### config.mk
export PLATFORM = sky130hd
export DESIGN_NAME = mandelbrot_escape_count_flat
export DESIGN_NICKNAME = d
export VERILOG_FILES = /design/src/design/mec_pkg.sv /design/src/design/mec_if.sv /design/src/design/mandelbrot_escape_count.sv /design/src/design/mec_serial_mul.sv /design/src/flat_wrapper.sv
export SDC_FILE = /design/constraint.sdc
export NUM_CORES = 2
export LEC_CHECK = 0
export BUFFER_PORTS_ARGS = -buffer_cell sky130_fd_sc_hd__buf_4
export CORE_MARGIN = 3
export CORE_UTILIZATION = 50
export CTS_CLUSTER_DIAMETER = 40
export DETAILED_ROUTE_END_ITERATION = 7
export HOLD_SLACK_MARGIN = 0.12
export PLACE_DENSITY_LB_ADDON = 0.12
export SYNTH_ARGS = -nofsm -noshare
export SYNTH_HDL_FRONTEND = slang
export SYNTH_SLANG_ARGS = --single-unit
### constraint.sdc
create_clock -name clk_i -period 8.5 [get_ports clk_i]
set_input_delay 2.125 -clock clk_i [delete_from_list [all_inputs] [get_ports clk_i]]
set_output_delay 2.125 -clock clk_i [all_outputs]
set_load 0.02 [all_outputs]
### src/design/mec_pkg.sv
package mec_pkg;

  localparam int unsigned WordW  = 32;
  localparam int unsigned LimitW = 12;
  localparam logic [LimitW-1:0] LimitReset = LimitW'(256);

  typedef enum logic [2:0] {
    ST_IDLE,
    ST_CHK,
    ST_MUL,
    ST_SUM,
    ST_RND,
    ST_UPD,
    ST_FIN
  } mec_state_e;

  typedef struct packed {
    logic in_ready;
    logic mul_start;
    logic load_point;
    logic load_sum;
    logic load_rnd;
    logic load_upd;
    logic load_out;
  } mec_ctrl_t;

endpackage

### src/design/mec_if.sv
interface mec_point_if;
  logic                               valid;
  logic                               ready;
  logic signed [mec_pkg::WordW-1:0]   point_real;
  logic signed [mec_pkg::WordW-1:0]   point_imag;

  modport source (output valid, output point_real, output point_imag, input ready);
  modport sink (input valid, input point_real, input point_imag, output ready);
endinterface

interface mec_count_if;
  logic                               valid;
  logic                               ready;
  logic [mec_pkg::LimitW-1:0]         escape_count;

  modport source (output valid, output escape_count, input ready);
  modport sink (input valid, input escape_count, output ready);
endinterface

### src/design/mandelbrot_escape_count.sv
// each iteration passes ST_CHK, ST_MUL, ST_SUM, ST_RND and ST_UPD; an escaping point
// leaves from ST_RND to ST_FIN, and a saturating update leaves from ST_UPD to ST_FIN
// each iteration is bounded by the three bit-serial 32x32 multipliers
// one point at a time; a new point is accepted only once the previous one has left ST_FIN
// the result word is held in an output register, so a point can enter while it waits
// rst_ni clears control state and sets iteration_limit to 256
module mandelbrot_escape_count #(
  parameter int unsigned FRAC_BITS     = 28,
  parameter int unsigned ESCAPE_RADIUS = 2
) (
  input  logic                         clk_i,
  input  logic                         rst_ni,
  input  logic                         cfg_we_i,
  input  logic [mec_pkg::LimitW-1:0]   cfg_data_i,
  mec_point_if.sink                    point_i,
  mec_count_if.source                  count_o
);

  localparam int unsigned W  = mec_pkg::WordW;
  localparam int unsigned PW = 2 * W;
  localparam int unsigned RW = 2 * FRAC_BITS + 5;
  localparam int unsigned CW = (RW > PW) ? RW : PW;
  localparam int unsigned SW = PW + 1;
  localparam int unsigned LW = mec_pkg::LimitW;
  localparam logic [CW-1:0] RadiusSq =
    CW'(ESCAPE_RADIUS * ESCAPE_RADIUS) << (2 * FRAC_BITS);
  localparam logic signed [SW-1:0] HalfRe = SW'(1) << (FRAC_BITS - 1);
  localparam logic signed [SW-1:0] HalfIm = SW'(1) << (FRAC_BITS - 2);
  localparam logic signed [SW-1:0] WordMax = SW'(2147483647);
  localparam logic signed [SW-1:0] WordMin = -(SW'(2147483647)) - SW'(1);

  mec_pkg::mec_state_e state_q, state_d;
  mec_pkg::mec_ctrl_t  ctrl;

  logic [LW-1:0]         limit_q, cnt_q;
  logic signed [W-1:0]   c_re_q, c_im_q, z_re_q, z_im_q;
  logic [W-1:0]          mag_re, mag_im;
  logic                  neg_q;
  logic [PW-1:0]         rr, ii, ri;
  logic                  mul_done, done_ii, done_ri;
  logic [PW-1:0]         sum_q;
  logic signed [SW-1:0]  diff_q, rim_q, rd_q, rdi_q, nr, ni;
  logic                  escaped, sat;
  logic signed [W-1:0]   nr_c, ni_c;
  logic                  out_valid_q;
  logic [LW-1:0]         out_cnt_q;

  assign mag_re = z_re_q[W-1] ? W'(-z_re_q) : W'(z_re_q);
  assign mag_im = z_im_q[W-1] ? W'(-z_im_q) : W'(z_im_q);

  mec_serial_mul #(.W(W)) u_mul_rr (
    .clk_i, .rst_ni, .start_i(ctrl.mul_start), .a_i(mag_re), .b_i(mag_re),
    .prod_o(rr), .done_o(mul_done)
  );
  mec_serial_mul #(.W(W)) u_mul_ii (
    .clk_i, .rst_ni, .start_i(ctrl.mul_start), .a_i(mag_im), .b_i(mag_im),
    .prod_o(ii), .done_o(done_ii)
  );
  mec_serial_mul #(.W(W)) u_mul_ri (
    .clk_i, .rst_ni, .start_i(ctrl.mul_start), .a_i(mag_re), .b_i(mag_im),
    .prod_o(ri), .done_o(done_ri)
  );

  assign escaped = CW'(sum_q) >= RadiusSq;

  assign nr = rd_q + SW'(c_re_q);
  assign ni = rdi_q + SW'(c_im_q);

  always_comb begin
    sat  = 1'b0;
    nr_c = W'(nr);
    ni_c = W'(ni);
    if (nr > WordMax) begin
      nr_c = W'(WordMax);
      sat  = 1'b1;
    end else if (nr < WordMin) begin
      nr_c = W'(WordMin);
      sat  = 1'b1;
    end
    if (ni > WordMax) begin
      ni_c = W'(WordMax);
      sat  = 1'b1;
    end else if (ni < WordMin) begin
      ni_c = W'(WordMin);
      sat  = 1'b1;
    end
  end

  // next state
  always_comb begin
    state_d = state_q;
    unique case (state_q)
      mec_pkg::ST_IDLE: if (point_i.valid) state_d = mec_pkg::ST_CHK;
      mec_pkg::ST_CHK:  state_d = (cnt_q < limit_q) ? mec_pkg::ST_MUL : mec_pkg::ST_FIN;
      mec_pkg::ST_MUL:  if (mul_done) state_d = mec_pkg::ST_SUM;
      mec_pkg::ST_SUM:  state_d = mec_pkg::ST_RND;
      mec_pkg::ST_RND:  state_d = escaped ? mec_pkg::ST_FIN : mec_pkg::ST_UPD;
      mec_pkg::ST_UPD:  state_d = sat ? mec_pkg::ST_FIN : mec_pkg::ST_CHK;
      mec_pkg::ST_FIN:  if (!out_valid_q || count_o.ready) state_d = mec_pkg::ST_IDLE;
      default:          state_d = mec_pkg::ST_IDLE;
    endcase
  end

  // outputs
  always_comb begin
    ctrl = '0;
    unique case (state_q)
      mec_pkg::ST_IDLE: begin
        ctrl.in_ready   = 1'b1;
        ctrl.load_point = point_i.valid;
      end
      mec_pkg::ST_CHK:  ctrl.mul_start = cnt_q < limit_q;
      mec_pkg::ST_MUL:  ctrl.load_sum  = mul_done;
      mec_pkg::ST_SUM:  ctrl.load_rnd  = 1'b1;
      mec_pkg::ST_RND:  ctrl.load_upd  = 1'b0;
      mec_pkg::ST_UPD:  ctrl.load_upd  = 1'b1;
      mec_pkg::ST_FIN:  ctrl.load_out  = !out_valid_q || count_o.ready;
      default:          ctrl = '0;
    endcase
  end

  assign point_i.ready      = ctrl.in_ready;
  assign count_o.valid      = out_valid_q;
  assign count_o.escape_count = out_cnt_q;

  always_ff @(posedge clk_i or negedge rst_ni) begin
    if (!rst_ni) begin
      state_q     <= mec_pkg::ST_IDLE;
      limit_q     <= mec_pkg::LimitReset;
      cnt_q       <= '0;
      out_valid_q <= 1'b0;
    end else begin
      state_q <= state_d;
      if (cfg_we_i) limit_q <= cfg_data_i;
      if (ctrl.load_point) cnt_q <= '0;
      else if (ctrl.load_upd) cnt_q <= cnt_q + LW'(1);
      if (ctrl.load_out) out_valid_q <= 1'b1;
      else if (count_o.ready) out_valid_q <= 1'b0;
    end
  end

  always_ff @(posedge clk_i) begin
    if (ctrl.load_point) begin
      c_re_q <= point_i.point_real;
      c_im_q <= point_i.point_imag;
      z_re_q <= '0;
      z_im_q <= '0;
    end else if (ctrl.load_upd) begin
      z_re_q <= nr_c;
      z_im_q <= ni_c;
    end
    if (ctrl.mul_start) neg_q <= z_re_q[W-1] ^ z_im_q[W-1];
    if (ctrl.load_sum) begin
      sum_q  <= rr + ii;
      diff_q <= $signed({1'b0, rr}) - $signed({1'b0, ii});
      rim_q  <= neg_q ? -$signed({1'b0, ri}) : $signed({1'b0, ri});
    end
    if (ctrl.load_rnd) begin
      rd_q  <= (diff_q + HalfRe) >>> FRAC_BITS;
      rdi_q <= (rim_q + HalfIm) >>> (FRAC_BITS - 1);
    end
    if (ctrl.load_out) out_cnt_q <= cnt_q;
  end

  assert property (@(posedge clk_i) disable iff (!rst_ni)
    state_q != mec_pkg::ST_IDLE |-> cnt_q <= limit_q)
    else $error("count passed the iteration limit");

  assert property (@(posedge clk_i) disable iff (!rst_ni)
    mul_done |-> state_q == mec_pkg::ST_MUL && done_ii && done_ri)
    else $error("multiplier finished outside the multiply phase");

  assert property (@(posedge clk_i) disable iff (!rst_ni)
    state_q == mec_pkg::ST_UPD && sat |=> state_q == mec_pkg::ST_FIN)
    else $error("saturated point kept iterating");

endmodule

### src/design/mec_serial_mul.sv
module mec_serial_mul #(
  parameter int unsigned W = 32
) (
  input  logic           clk_i,
  input  logic           rst_ni,
  input  logic           start_i,
  input  logic [W-1:0]   a_i,
  input  logic [W-1:0]   b_i,
  output logic [2*W-1:0] prod_o,
  output logic           done_o
);

  localparam int unsigned CntW = $clog2(W) + 1;

  logic [W-1:0]    hi_q, lo_q, a_q;
  logic [CntW-1:0] cnt_q;
  logic            run_q, done_q;
  logic [W:0]      psum;

  // one multiplier bit per cycle, partial sum shifts right
  assign psum = {1'b0, hi_q} + {1'b0, (lo_q[0] ? a_q : '0)};

  always_ff @(posedge clk_i or negedge rst_ni) begin
    if (!rst_ni) begin
      run_q  <= 1'b0;
      done_q <= 1'b0;
      cnt_q  <= '0;
    end else begin
      done_q <= 1'b0;
      if (start_i) begin
        run_q <= 1'b1;
        cnt_q <= '0;
      end else if (run_q) begin
        cnt_q <= cnt_q + CntW'(1);
        if (cnt_q == CntW'(W - 1)) begin
          run_q  <= 1'b0;
          done_q <= 1'b1;
        end
      end
    end
  end

  always_ff @(posedge clk_i) begin
    if (start_i) begin
      hi_q <= '0;
      lo_q <= b_i;
      a_q  <= a_i;
    end else if (run_q) begin
      hi_q <= psum[W:1];
      lo_q <= {psum[0], lo_q[W-1:1]};
    end
  end

  assign prod_o = {hi_q, lo_q};
  assign done_o = done_q;

endmodule

### src/flat_wrapper.sv
// flat-port wrapper written by rule: the top's interface ports become plain ports
module mandelbrot_escape_count_flat 
#(
  parameter int unsigned FRAC_BITS     = 28,
  parameter int unsigned ESCAPE_RADIUS = 2
)
  (clk_i, rst_ni, cfg_we_i, cfg_data_i, point_i_valid, point_i_point_real, point_i_point_imag, point_i_ready, count_o_valid, count_o_escape_count, count_o_ready);
  mec_point_if point_i_i ();
  mec_count_if count_o_i ();
  input  logic clk_i;
  input  logic rst_ni;
  input  logic cfg_we_i;
  input  logic [mec_pkg::LimitW-1:0] cfg_data_i;
  input wire logic [$bits(point_i_i.valid)-1:0] point_i_valid;
  input wire logic [$bits(point_i_i.point_real)-1:0] point_i_point_real;
  input wire logic [$bits(point_i_i.point_imag)-1:0] point_i_point_imag;
  output wire logic [$bits(point_i_i.ready)-1:0] point_i_ready;
  output wire logic [$bits(count_o_i.valid)-1:0] count_o_valid;
  output wire logic [$bits(count_o_i.escape_count)-1:0] count_o_escape_count;
  input wire logic [$bits(count_o_i.ready)-1:0] count_o_ready;
  assign point_i_i.valid = point_i_valid;
  assign point_i_i.point_real = point_i_point_real;
  assign point_i_i.point_imag = point_i_point_imag;
  assign point_i_ready = point_i_i.ready;
  assign count_o_valid = count_o_i.valid;
  assign count_o_escape_count = count_o_i.escape_count;
  assign count_o_i.ready = count_o_ready;
  mandelbrot_escape_count #(.FRAC_BITS(FRAC_BITS), .ESCAPE_RADIUS(ESCAPE_RADIUS)) u_core (.clk_i(clk_i), .rst_ni(rst_ni), .cfg_we_i(cfg_we_i), .cfg_data_i(cfg_data_i), .point_i(point_i_i), .count_o(count_o_i));
endmodule
==> reports/qor.csv <==
metric;value;unit
outcome;finished, final reports clean;
worst_slew_pin_slew;1.18;ns
via_count;29100;
max_freq;207;MHz
tritoncts;done;
max-vdd-ir-drop;0.201;mV
max-cap-violations;0;
first_global_vias;27900;
synth-xor-area-share;8.48;%
syn_nets;4282;
ys_warn_count;0;
crit_path_end_kind;flip-flop;
io_pins;95;
syn2layout_area_growth;13.5;%
path_cells;nor4_1 -> nand4_1 -> nor4_4 -> nand3_2 -> or4_4 -> or4_4 -> or2_4 -> or4_4 -> or3_4 -> or3_4 -> o31a_1;
fin_worst_skew;0.0385;ns
synthAdderAreaFrac;10.6;%
rows;101;
io_buffers;94;
holdCritPathClass;reg -> reg;
slew_viol_final;0;
synth.area.top_cells;edfxtp_1 31%, ha_1 10%, dfxtp_1 8.3%;
cpMostUsedCell;or4_4;
synth_mux_area_share;5.19;%
grt.overflow.total;0;
finalNonFillerCells;5068;
place_congestion;0.930;
setup_tns;0;ns
die_h;283;microns
viasPerCell;5.74;
crit_type;reg -> reg;
cts-hold-fix-buffers;0;
slowest_stage;edfxtp_1;
synth_top_cell_by_area;edfxtp_1;
critPathRequiredTime;8.91;ns
antenna_left;0;
seq_area;16300;sq um
clk_path_buf_depth;3;
placed_cells;4875;
fp.dieW;283;microns
die-area;80200;sq um
timing_hold_violations_final;0;
first_iter_violations;2048;
slowest_delay;0.69;ns
period_needed;4.82;ns
dp_hpwl;76.7;mm
clk_latency;0.68;ns
multi_input_area;20900;sq um
async_flop_share;8.26;%
synthSimpleGateAreaFrac;14.0;%
rsz0062_at_grt;false;
ctsResizeCount;0;
crit_arrival;5.23;ns
worstPathMaxFanout;33;
cts_setup_buffers;0;
synth_cells;3878;
synth_flop_cell;edfxtp_1;
synth_top_area_share;30.9;%
synth_edf_count;395;
cts_root_buf;clkbuf_16;
grt_antenna_before_repair;3;
synth_top_family_by_area;compound AO/OA/AOI/OAI gates;
slew_headroom;21.4;%
setup_viol;0;
period_share;56.7;%
cts_max_level;3;
synth_compound_area_share;15.9;%
dr.pass1.iters;5;
p_leak;0.0189;uW
p_per_area;379;nW/um^2
drive_above_1_share;10.8;%
coreArea;76100;sq um
synth_cell_type_count;78;
cts_buffers;101;
seq_area_frac_synth;42.5;%
start_util;50.5;%
synth-seq-cells;605;
drc_errors;0;
layout.nets;4352;
clkSinkCount;605;
netlist_area;38400;sq um
routedWlPerCell;19.9;microns
grt_max_degree;96;
avgSynthCellArea;9.90;sq um
reg2reg_slack;3.68;ns
clkTransAtPathRegs;0.06;ns
start_kind;flip-flop;
grt_pass1_wl;158;mm
wirelength;101;mm
grt_usage;24.9;%
fill_cells;6687;
cell usage in the layout (no fill, tap or decap), drive strengths merged, types with 98 or more instances in the layout:
master	synthesis	final
edfxtp	395	395
ha	317	317
nor2	307	307
a21oi	300	300
xnor2	274	274
nand2	264	264
o21ai	227	227
inv	194	222
dfxtp	160	160
clkbuf	134	124
a21o	116	116
buf	9	110
and2	107	107
xor2	98	98
per-stage QoR:
step / hold WS, ns / total power [uW] / setup WS, ns / cell area (sq um) / util, %
2_1_floorplan: 0.472 / 10100 / 2.43 / 38400 / -
3_3_place_gp: 0.503 / 12200 / 3.68 / 40100 / 52.7
3_5_place_dp: 0.503 / 12300 / 3.64 / 40100 / 52.7
4_1_cts: 0.523 / 16500 / 3.60 / 43600 / 57.3
5_1_grt: 0.530 / 17600 / 3.25 / 43600 / 57.3
6_report: 0.518 / 16500 / 3.68 / 43600 / 57.3
state kept, by name (all words and copies together), names as in the netlist, 12 cells and up:
register	count
u_core.c_im_q	32
u_core.c_re_q	32
u_core.cnt_q	12
u_core.count_o.escape_count	12
u_core.diff_q	38
u_core.limit_q	12
u_core.rd_q	37
u_core.rdi_q	38
u_core.rim_q	39
u_core.u_mul_ii.a_q	32
u_core.u_mul_ii.hi_q	32
u_core.u_mul_ii.lo_q	32
u_core.u_mul_ri.hi_q	32
u_core.u_mul_ri.lo_q	32
u_core.u_mul_rr.a_q	32
u_core.u_mul_rr.hi_q	32
u_core.u_mul_rr.lo_q	32
u_core.z_im_q	32
u_core.z_re_q	32
worst max-delay path, delay by kind of cell, from the launching register on:
kind / cells / cell delay [ns]
AND/OR/NAND/NOR: 10 / 3.62
flip-flops: 1 / 0.69
AO/OA/AOI/OAI: 1 / 0.24
report_power, final:
part / total [uW] / internal (uW) / leakage, uW / switching (uW)
logic: 7190 / 2820 / 0.0113 / 4370
clock network: 4150 / 2550 / 0.00172 / 1600
registers: 5170 / 4290 / 0.00584 / 885
total: 16500 / 9660 / 0.0189 / 6850
synth_stat cells, drive strengths merged (53+ instances only):
library cell / number
clkbuf: 134
ha: 317
edfxtp: 395
mux2: 97
nand2: 264
dfxtp: 160
nor2: 307
nand3: 81
o21bai: 53
and2: 107
a21o: 116
xor2: 98
inv: 194
xnor2: 274
mux2i: 90
o21ai: 227
a21oi: 300
worst paths after layout:
check / start / endpoint / cells past startpoint
max in group asynchronous: rst_ni / u_core.u_mul_ri.run_q$_DFF_PN0_ / 1
max reg2reg: u_core.u_mul_ri.lo_q[0]$_DFFE_PP_ / u_core.rim_q[64]$_SDFFCE_PN0P_ / 11
min: u_core.limit_q[0]$_DFFE_PN0P_ / u_core.limit_q[0]$_DFFE_PN0P_ / 1
max: u_core.u_mul_ri.lo_q[0]$_DFFE_PP_ / u_core.rim_q[64]$_SDFFCE_PN0P_ / 11
min in group asynchronous: rst_ni / u_core.count_o.valid$_DFFE_PN0P_ / 1
min reg2reg: u_core.limit_q[0]$_DFFE_PN0P_ / u_core.limit_q[0]$_DFFE_PN0P_ / 1
cell type report:
type                    count  area share, %
flip-flops and latches    605           37.4
repair buffers            110           1.92
well taps                1030           2.96
clock buffers             124           6.28
clock inverters            68           1.84
inverters                 194           1.67
diodes                      1        0.00574
multi-input cells        2936           47.9
kinds of logic after synthesis:
group,after synthesis
AND/OR/NAND/NOR,1087
AO/OA/AOI/OAI,967
flip-flops,605
XOR/XNOR,372
buffers and inverters,337
adder cells (fa/ha/maj),323
multiplexers,187
routing by layer:
metal  track usage, %  wire, microns  vias up
li1                 -              -    14300
met1             35.2          46800    13900
met2             38.8          44900      740
met3             4.16           5740      161
met4             8.47           3470        0
met5                0              0        -
(Power assumes the default switching activity.)
